$ cat config.mk
export PLATFORM = sky130hd
export DESIGN_NAME = fbdtm_addr
export DESIGN_NICKNAME = d
export VERILOG_FILES = /design/src/hdl/fbdtm_pkg.sv /design/src/hdl/fbdtm_addr.sv
export SDC_FILE = /design/constraint.sdc
export NUM_CORES = 1
export LEC_CHECK = 0
export BUFFER_PORTS_ARGS = -buffer_cell sky130_fd_sc_hd__buf_4
export CAP_MARGIN = 15
export CORE_ASPECT_RATIO = 0.6
export CORE_MARGIN = 2
export CORE_UTILIZATION = 35
export DETAILED_ROUTE_END_ITERATION = 8
export PLACE_DENSITY = 0.73
export SYNTH_ARGS = -nofsm -noshare
export SYNTH_HDL_FRONTEND = slang
export SYNTH_SLANG_ARGS = --single-unit
$ cat constraint.sdc
create_clock -name clk_i -period 1.9 [get_ports clk_i]
set_input_delay 0.19 -clock clk_i [delete_from_list [all_inputs] [get_ports clk_i]]
set_output_delay 0.19 -clock clk_i [all_outputs]
set_load 0.01 [all_outputs]
$ cat src/hdl/fbdtm_pkg.sv
// Shared types and constants of the dirty tile map.
package fbdtm_pkg;

  localparam int unsigned MODE_W   = 3;
  localparam int unsigned COORD_W  = 10;
  localparam int unsigned WORD_W   = 32;
  localparam int unsigned TILE_W   = 6;
  localparam int unsigned DIM_W    = 11;
  localparam int unsigned COUNT_W  = 13;
  localparam int unsigned CFG_IDX_W = 2;
  // Tiles per axis after rounding up: at most 2050 / 4 = 512.
  localparam int unsigned TCNT_W   = 10;
  // Tile coordinate after dividing a pixel coordinate: at most 1023 / 4.
  localparam int unsigned TPOS_W   = 8;
  // Shift of the reciprocal used for the divide by tile size.
  localparam int unsigned RECIP_SH = 20;

  localparam logic [COUNT_W-1:0] COUNT_MAX = '1;

  typedef enum logic [MODE_W-1:0] {
    MODE_COMPARE = 3'd0,
    MODE_FORCE   = 3'd1,
    MODE_CLEAN   = 3'd2,
    MODE_QUERY   = 3'd3,
    MODE_RESET   = 3'd4
  } mode_e;

  typedef enum logic [CFG_IDX_W-1:0] {
    CFG_WIDTH   = 2'd0,
    CFG_HEIGHT  = 2'd1,
    CFG_CMP_DIS = 2'd2
  } cfg_idx_e;

  typedef enum logic [2:0] {
    ST_CLEAR,
    ST_IDLE,
    ST_DIV,
    ST_IDX,
    ST_RD,
    ST_WR
  } state_e;

  typedef struct packed {
    logic [MODE_W-1:0]  mode;
    logic [COORD_W-1:0] pixel_x;
    logic [COORD_W-1:0] pixel_y;
    logic [WORD_W-1:0]  pixel_value;
    logic [TILE_W-1:0]  tile_x;
    logic [TILE_W-1:0]  tile_y;
  } in_item_t;

  typedef struct packed {
    logic               pixel_changed;
    logic               tile_dirty;
    logic [COUNT_W-1:0] dirty_count;
    logic               out_of_range;
  } out_item_t;

  typedef struct packed {
    logic load;
    logic div;
    logic idx;
  } addr_ctl_t;

endpackage

$ cat src/hdl/fbdtm_addr.sv
// Address unit: tile divide, range check and memory index generation.
module fbdtm_addr import fbdtm_pkg::*; #(
  parameter int unsigned TILE_SIZE  = 16,
  parameter int unsigned MAX_WIDTH  = 1024,
  parameter int unsigned MAX_HEIGHT = 1024
) (
  input  logic                clk_i,
  input  addr_ctl_t           ctl_i,
  input  in_item_t            item_i,
  input  logic [DIM_W-1:0]    used_w_i,
  input  logic [DIM_W-1:0]    used_h_i,
  input  logic [TCNT_W-1:0]   cols_i,
  input  logic [TCNT_W-1:0]   rows_i,
  output logic                oor_o,
  output logic [$clog2((((MAX_WIDTH + TILE_SIZE - 1) / TILE_SIZE) *
                        ((MAX_HEIGHT + TILE_SIZE - 1) / TILE_SIZE)) > 1 ?
                        (((MAX_WIDTH + TILE_SIZE - 1) / TILE_SIZE) *
                        ((MAX_HEIGHT + TILE_SIZE - 1) / TILE_SIZE)) : 2)-1:0] tidx_o,
  output logic [$clog2(MAX_WIDTH * MAX_HEIGHT)-1:0] pidx_o
);

  localparam int unsigned MAP_COLS   = (MAX_WIDTH + TILE_SIZE - 1) / TILE_SIZE;
  localparam int unsigned MAP_ROWS   = (MAX_HEIGHT + TILE_SIZE - 1) / TILE_SIZE;
  localparam int unsigned TILE_COUNT = MAP_COLS * MAP_ROWS;
  localparam int unsigned TIDX_W     = $clog2(TILE_COUNT > 1 ? TILE_COUNT : 2);
  localparam int unsigned PIDX_W     = $clog2(MAX_WIDTH * MAX_HEIGHT);
  localparam logic [31:0] RECIP_M    = 32'(((1 << RECIP_SH) + TILE_SIZE - 1) / TILE_SIZE);

  // captured coordinates
  logic [COORD_W-1:0] px_q, py_q;
  logic [TILE_W-1:0]  tx_q, ty_q;
  logic               is_pix_q, is_tile_q;

  // after divide
  logic [TPOS_W-1:0]  col_q, row_q;
  logic               oor_q;

  logic [TIDX_W-1:0]  tidx_q;
  logic [PIDX_W-1:0]  pidx_q;

  logic [31:0]        qx_prod, qy_prod;
  logic [TPOS_W-1:0]  col_d, row_d;
  logic               oor_d;
  logic [31:0]        tidx_full, pidx_full;

  // px / TILE_SIZE via reciprocal; exact for values below 4096
  assign qx_prod = 32'(px_q) * RECIP_M;
  assign qy_prod = 32'(py_q) * RECIP_M;

  always_comb begin
    col_d = '0;
    row_d = '0;
    oor_d = 1'b0;
    if (is_pix_q) begin
      col_d = qx_prod[RECIP_SH +: TPOS_W];
      row_d = qy_prod[RECIP_SH +: TPOS_W];
      oor_d = ({1'b0, px_q} >= used_w_i) || ({1'b0, py_q} >= used_h_i);
    end else if (is_tile_q) begin
      col_d = TPOS_W'(tx_q);
      row_d = TPOS_W'(ty_q);
      oor_d = (TCNT_W'(tx_q) >= cols_i) || (TCNT_W'(ty_q) >= rows_i);
    end
  end

  assign tidx_full = 32'(row_q) * 32'(MAP_COLS) + 32'(col_q);
  assign pidx_full = 32'(py_q) * 32'(MAX_WIDTH) + 32'(px_q);

  always_ff @(posedge clk_i) begin
    if (ctl_i.load) begin
      px_q      <= item_i.pixel_x;
      py_q      <= item_i.pixel_y;
      tx_q      <= item_i.tile_x;
      ty_q      <= item_i.tile_y;
      is_pix_q  <= (mode_e'(item_i.mode) == MODE_COMPARE);
      is_tile_q <= (mode_e'(item_i.mode) == MODE_FORCE) ||
                   (mode_e'(item_i.mode) == MODE_CLEAN) ||
                   (mode_e'(item_i.mode) == MODE_QUERY);
    end
    if (ctl_i.div) begin
      col_q <= col_d;
      row_q <= row_d;
      oor_q <= oor_d;
    end
    if (ctl_i.idx) begin
      tidx_q <= tidx_full[TIDX_W-1:0];
      pidx_q <= pidx_full[PIDX_W-1:0];
    end
  end

  assign oor_o  = oor_q;
  assign tidx_o = tidx_q;
  assign pidx_o = pidx_q;

endmodule
==> results of run 1 <==
[cell type report]
class	count	area [µm²]
sequential	79	2370
multi-input combinational	102	828
clock buffer	9	225
clock inverter	7	30.0
timing repair buffer	116	871
tap	130	163
fill	824	4580
inverter	32	120
[worst max-delay path: cells and delay by family (launching register included)]
kind,cells,cell delay (ns)
AOI/OAI and AO/OA,3,0.44
adders and majority gates,1,0.23
buffers and inverters,1,0.08
DFF,1,0.38
and+or+nand+nor,3,0.41
[through the flow]
stage	total power (µW)	setup WS [ns]	area [µm²]	hold WS, ns
floorplan	2350	0.305	3320	0.289
global placement	2640	0.0421	4340	0.369
detailed placement	2670	0.0528	4340	0.369
CTS	4160	0.0269	4590	0.0174
global route	4300	-0.0621	4610	0.0188
finish	4110	0.0871	4610	0.0356
[synthesized netlist by cell type]
cell       instances  area (µm²)
nor3_1             1        5.00
o22ai_1            1        6.26
nand3_1            5        25.0
edfxtp_1          79        2370
ha_1              32         400
o21ai_0            7        35.0
a211oi_1           2        15.0
a21o_1             4        30.0
a31oi_1            1        6.26
a22o_1             8        70.1
nor2_1             4        15.0
inv_1             32         120
buf_2              2        10.0
o2111ai_1          1        8.76
a21oi_1           11        55.1
o21ai_1            1        5.00
nand2b_1           4        25.0
nand4b_1           1        8.76
buf_4              1        7.51
nand4_1            4        25.0
nor2b_1            2        12.5
nor4_1             2        12.5
or3_1              1        6.26
o311ai_0           1        8.76
nand2_1            9        33.8
[power breakdown]
part / switching, µW / leakage, µW / internal [µW]
clock network: 621 / 0.000120 / 856
logic: 223 / 0.00113 / 267
registers: 63.3 / 0.000780 / 2080
[cells by family after synthesis]
kind of cell | synth area share
buffers and inverters | 0.0415
flip-flops | 0.715
AND/OR/NAND/NOR | 0.0509
AO/OA/AOI/OAI | 0.0724
adder cells (fa/ha/maj) | 0.121
[layout by cell type, fill, tap and decap left out]
| cell type | n |
|---|---|
| a211oi_1 | 1 |
| a211oi_2 | 1 |
| a21o_1 | 4 |
| a21oi_1 | 11 |
| a22o_1 | 8 |
| a31oi_2 | 1 |
| buf_4 | 116 |
| clkbuf_16 | 9 |
| clkinv_1 | 6 |
| clkinvlp_4 | 1 |
| edfxtp_1 | 79 |
| ha_1 | 32 |
| inv_1 | 32 |
| nand2_1 | 9 |
| nand2b_1 | 3 |
| nand2b_4 | 1 |
| nand3_1 | 5 |
| nand4_1 | 4 |
| nand4b_1 | 1 |
| nor2_1 | 4 |
| nor2b_1 | 2 |
| nor3_1 | 1 |
| nor4_1 | 2 |
| o2111ai_1 | 1 |
| o21ai_0 | 7 |
| o21ai_1 | 1 |
| o22ai_1 | 1 |
| o311ai_1 | 1 |
| or3_1 | 1 |
[how the worst max path moves through the flow]
stage / to / from / cells past startpoint / slack, ns
CTS: oor_o$_DFFE_PP_ / px_q[0]$_DFFE_PP_ / 8 / 0.03
finish: oor_o$_DFFE_PP_ / px_q[0]$_DFFE_PP_ / 8 / 0.09
detailed placement: oor_o$_DFFE_PP_ / px_q[0]$_DFFE_PP_ / 8 / 0.05
global route: oor_o$_DFFE_PP_ / px_q[0]$_DFFE_PP_ / 8 / -0.06
global placement: oor_o$_DFFE_PP_ / px_q[0]$_DFFE_PP_ / 8 / 0.04
floorplan: oor_o$_DFFE_PP_ / px_q[0]$_DFFE_PP_ / 8 / 0.30
[state kept, by name, summed over array words and instances (netlist names)]
name / cells
px_q: 10
tx_q: 6
ty_q: 6
tidx_o: 12
row_q: 6
col_q: 6
py_q: 10
is_pix_q: 1
oor_o: 1
is_tile_q: 1
pidx_o: 20
[routing by layer]
metal  vias up  track usage
met5         -            0
met4         0       0.0516
met3         9       0.0550
met2        85        0.229
met1      1030        0.198
li1       1059            -
==> out/qor.yml, run 1 <==
status: "complete, no violations"
r2r_cells: 8
clock_skew_ns: 0.00324
routed_via_density: 4.60
fmax_mhz: 552
cts_sinks: 79
worstMarginPinSlew_ns: 0.543
cts_inserted_buffers: 9
cp-end-kind: "flop"
post_route_cells_drive_above_1_share: 0.374
io_pins: 146
antenna_found_initial: 0
ir_drop_v: 0.000584
hpwl_mm: 5.65
whs_endpoint: "ty_q[5]$_DFFE_PP_"
powerDensity_nw_per_um2: 892
avgSynthCellArea_um2: 15.4
path_cells: "inv_1 > ha_1 > nand2b_4 > a211oi_2 > or3_1 > a31oi_2 > o21ai_1 > nand4_1"
grt_pass1_vias: 2171
port_buffers: 113
ctsHoldBuffers: 0
dr_wl_met2_mm: 3.38
final_nets: 485
synth_warnings: 0
core-area_um2: 9190
post_cts_buffers: 0
routabilityCongestion: 0.751
insertion_delay_ns: 0.33
power_leakage_uw: 0.00203
wl_met1_mm: 3.56
period_share: 0.954
required_ns: 1.96
r2r-start: "px_q[0]$_DFFE_PP_"
cts.path.max_buffers: 2
clkTransAtPathRegs_ns: 0.06
cp_max_fo: 2
finalMaxSlewViolations: 0
setup_viol: 0
cp_slowest_cell: "edfxtp_1"
top_layer_used: "met4"
path_class: "reg -> reg"
wl_met3_um: 520
num_rows: 27
cts_resized: 0
holdCritPathClass: "in -> reg"
synth_area_um2: 3320
finalHoldViolCount: 0
cts-root-buf: "clkbuf_16"
syn_inst: 216
dp_cells: 459
startpoint_type: "flop"
tns_ns: 0
grt_pass1_wl_mm: 11.1
drt_pass1_iterations: 4
maxCapViolCount: 0
whs_path_depth: 1
fin_util: 0.502
drt_iter0_markers: 115
arrival_ns: 1.87
rrSetupSlack_ns: 0.09
hold_path_startpoint: "item_i[5]"
ant_nets: 0
drcViolationCount: 0
die_w_um: 130
wl_mm: 7.54
start_util: 0.361
grt_max_degree: 35
cts_tree: "done"
cts_max_level: 3
vias: 2183
grt-ovfl-total: 0
max_stage_delay_ns: 0.38
die_area_um2: 10300
drt-wirelength-per-cell_um: 15.9
diodes: 0
rr_endpoint: "oor_o$_DFFE_PP_"
max_slew_margin: 0.637
syn2layout_area_growth_pct: 38.9
syn_nets: 361
synth-seq-cells: 79
layout.cells.non_filler: 475
fp.dieH_um: 79.4
period_minus_slack_ns: 1.81
synthDistinctLibCells: 25
grtUsageTotal: 0.150
yosysSeqAreaShare: 0.715
No activity file was read; power rests on OpenSTA's default activity.
==> inputs of run 2 (changes only) <==
--- a/config.mk
+++ b/config.mk
@@ -9,9 +9,11 @@
 export CAP_MARGIN = 15
 export CORE_ASPECT_RATIO = 0.6
 export CORE_MARGIN = 2
-export CORE_UTILIZATION = 35
+export CORE_UTILIZATION = 28
 export DETAILED_ROUTE_END_ITERATION = 8
-export PLACE_DENSITY = 0.73
+export GPL_TIMING_DRIVEN = 0
+export PLACE_DENSITY = 0.63
+export RECOVER_POWER = 50
 export SYNTH_ARGS = -nofsm -noshare
 export SYNTH_HDL_FRONTEND = slang
 export SYNTH_SLANG_ARGS = --single-unit
==> out/qor.yml, run 2 (same netlist as run 1, synthesis figures left out) <==
status: "complete, no violations"
num_rows: 30  # +11%
vias: 2119  # -2.9%
setup_viol: 0  # unchanged
p_total_uw: 4170  # +1.4%
final_cell_mix: "79 x buf_4, 79 x edfxtp_1, 34 x clkbuf_4"
hold_ws_ns: 0.0552  # +0.0195 ns
sw_frac_of_total: 0.229  # +0.00783
finalHoldViolCount: 0  # unchanged
die_area_um2: 12800  # +24%
grt_use_met3: 0.0514  # -0.00355
port_buffers: 113  # unchanged
holdCritPathClass: "in -> reg"
arrival_ns: 1.86  # about the same
cp-end-kind: "flop"
grt_use_met1: 0.178  # -0.0201
fill_cells: 1108  # +34%
grt.busiest_layer: "met1"
drt_pass1_iterations: 4  # unchanged
start_util: 0.291  # -0.0703
ctsHoldBuffers: 0  # unchanged
routed_via_density: 4.19  # -8.9%
seqCellArea_um2: 2370  # unchanged
cts.path.max_buffers: 2  # unchanged
powerDensity_nw_per_um2: 891  # about the same
cts_max_level: 3  # unchanged
io_pins: 146  # unchanged
grtUsageTotal: 0.125  # -0.0251
post_route_cells_drive_above_1_share: 0.387  # +0.0134
diodes: 0  # unchanged
final_nets: 486  # +0.21%
pwr-share-seq: 0.515  # -0.007
hpwl_mm: 5.75  # +1.9%
drt_iter0_markers: 74  # -36%
period_share: 0.947  # -0.00738
clock_power_share: 0.367  # +0.008
wl_mm: 7.68  # +1.8%
period_minus_slack_ns: 1.80  # -0.0140 ns
antenna_found_initial: 0  # unchanged
clkTransAtPathRegs_ns: 0.06  # about the same
die_w_um: 145  # +11%
maxCapViolCount: 0  # unchanged
cts-root-buf: "clkbuf_16"
ir_drop_v: 0.000408  # -30%
rrSetupSlack_ns: 0.10  # about the same
fp.dieH_um: 88.3  # +11%
max_slew_margin: 0.409  # -0.228
grt_pass1_vias: 2103  # -3.1%
cts_tree: "done"
syn2layout_area_growth_pct: 40.8
insertion_delay_ns: 0.33  # about the same
cts_inserted_buffers: 9  # unchanged
routabilityCongestion: 0.798  # +6.4%
worstMarginPinSlew_ns: 0.886  # +0.343 ns
combPwrFrac: 0.118  # about the same
multi_input_area_um2: 850  # +2.6%
drcViolationCount: 0  # unchanged
startpoint_type: "flop"
fmax_mhz: 556  # +0.78%
finalMaxSlewViolations: 0  # unchanged
grt_setup_unrepaired: "yes"
p_sw_uw: 952  # +5.0%
drt-wirelength-per-cell_um: 15.2  # -4.4%
internal_power_uw: 3210  # +0.38%
grt_use_met2: 0.177  # -0.0527
ant_nets: 0  # unchanged
largest_register_ffs: 20  # unchanged
grt-ovfl-total: 0  # unchanged
cp_max_fo: 2  # unchanged
core-area_um2: 11400  # +24%
clock_skew_ns: 0.00697  # +0.00372 ns
grt_pass1_wl_mm: 11.2  # +0.94%
cts_sinks: 79  # unchanged
tns_ns: 0  # unchanged
path_class: "reg -> reg"
required_ns: 1.96  # about the same
grt_max_degree: 35  # unchanged
power_leakage_uw: 0.00203  # -0.26%
-- run 2: cell types whose count changed in the layout (fill, tap and decap cells not counted), sizes merged --
| cell | delta |
|---|---|
| clkbuf | +36 |
| buf | -35 |
| clkinvlp | +2 |
| clkinv | -2 |
-- run 2: final timing paths --
path / startpoint / end / cells past startpoint
worst max-delay path: px_q[0]$_DFFE_PP_ / oor_o$_DFFE_PP_ / 8
worst min register to register: row_q[0]$_DFFE_PP_ / tidx_o[6]$_DFFE_PP_ / 0
worst min-delay path: item_i[58] / px_q[4]$_DFFE_PP_ / 1
worst max register to register: px_q[0]$_DFFE_PP_ / oor_o$_DFFE_PP_ / 8
-- run 2: final cells by class --
class / count / area share
Tap cell: 160 / 0.0428
Clock buffer: 9 / 0.0482
Multi-Input combinational cell: 102 / 0.182
Sequential cell: 79 / 0.507
Timing Repair Buffer: 114 / 0.182
Buffer: 3 / 0.00375
Inverter: 32 / 0.0257
Clock inverter: 7 / 0.00857
-- run 2: power groups by stage --
stage | sequential (µW) | combinational (µW) | clock [µW]
2_1_floorplan | 2180 | 167 | 0
3_3_place_gp | 2180 | 471 | 0
3_5_place_dp | 2180 | 484 | 0
4_1_cts | 2150 | 489 | 1580
5_1_grt | 2160 | 560 | 1660
6_report | 2140 | 493 | 1530
-- run 2: through the flow --
stage / std cells / util / instance area (µm²) / setup WS (ns)
after floorplan: 216 / - / 3320 / 0.305
after global placement: 489 / 0.383 / 4370 / -0.00482
after detailed placement: 489 / 0.383 / 4370 / -0.0133
after CTS: 505 / 0.406 / 4640 / 0.0375
after global routing: 506 / 0.410 / 4670 / -0.0632
final: 506 / 0.410 / 4670 / 0.101
-- run 2: per-layer routing --
layer / part of all wire / wire length (µm) / vias up
met5: 0 / 0 / -
met4: 0.0044 / 34 / 0
met3: 0.071 / 542 / 5
met2: 0.42 / 3220 / 73
met1: 0.51 / 3880 / 986
li1: - / - / 1055
-- run 2: critical path, stage by stage, from the launching register on --
cell and delay, ns:
edfxtp_1 0.38, inv_1 0.07, ha_1 0.23, nand2b_4 0.15, a211oi_4 0.22, or3_4 0.18, a31oi_4 0.08, o21ai_1 0.13
nand4_1 0.09
-- run 2: timing repair --
item                       in CTS  in global routing
setup endpoints to repair       1                  1
buffers inserted                0                  1
resized for setup               1                  5
pin swaps                       0                  3
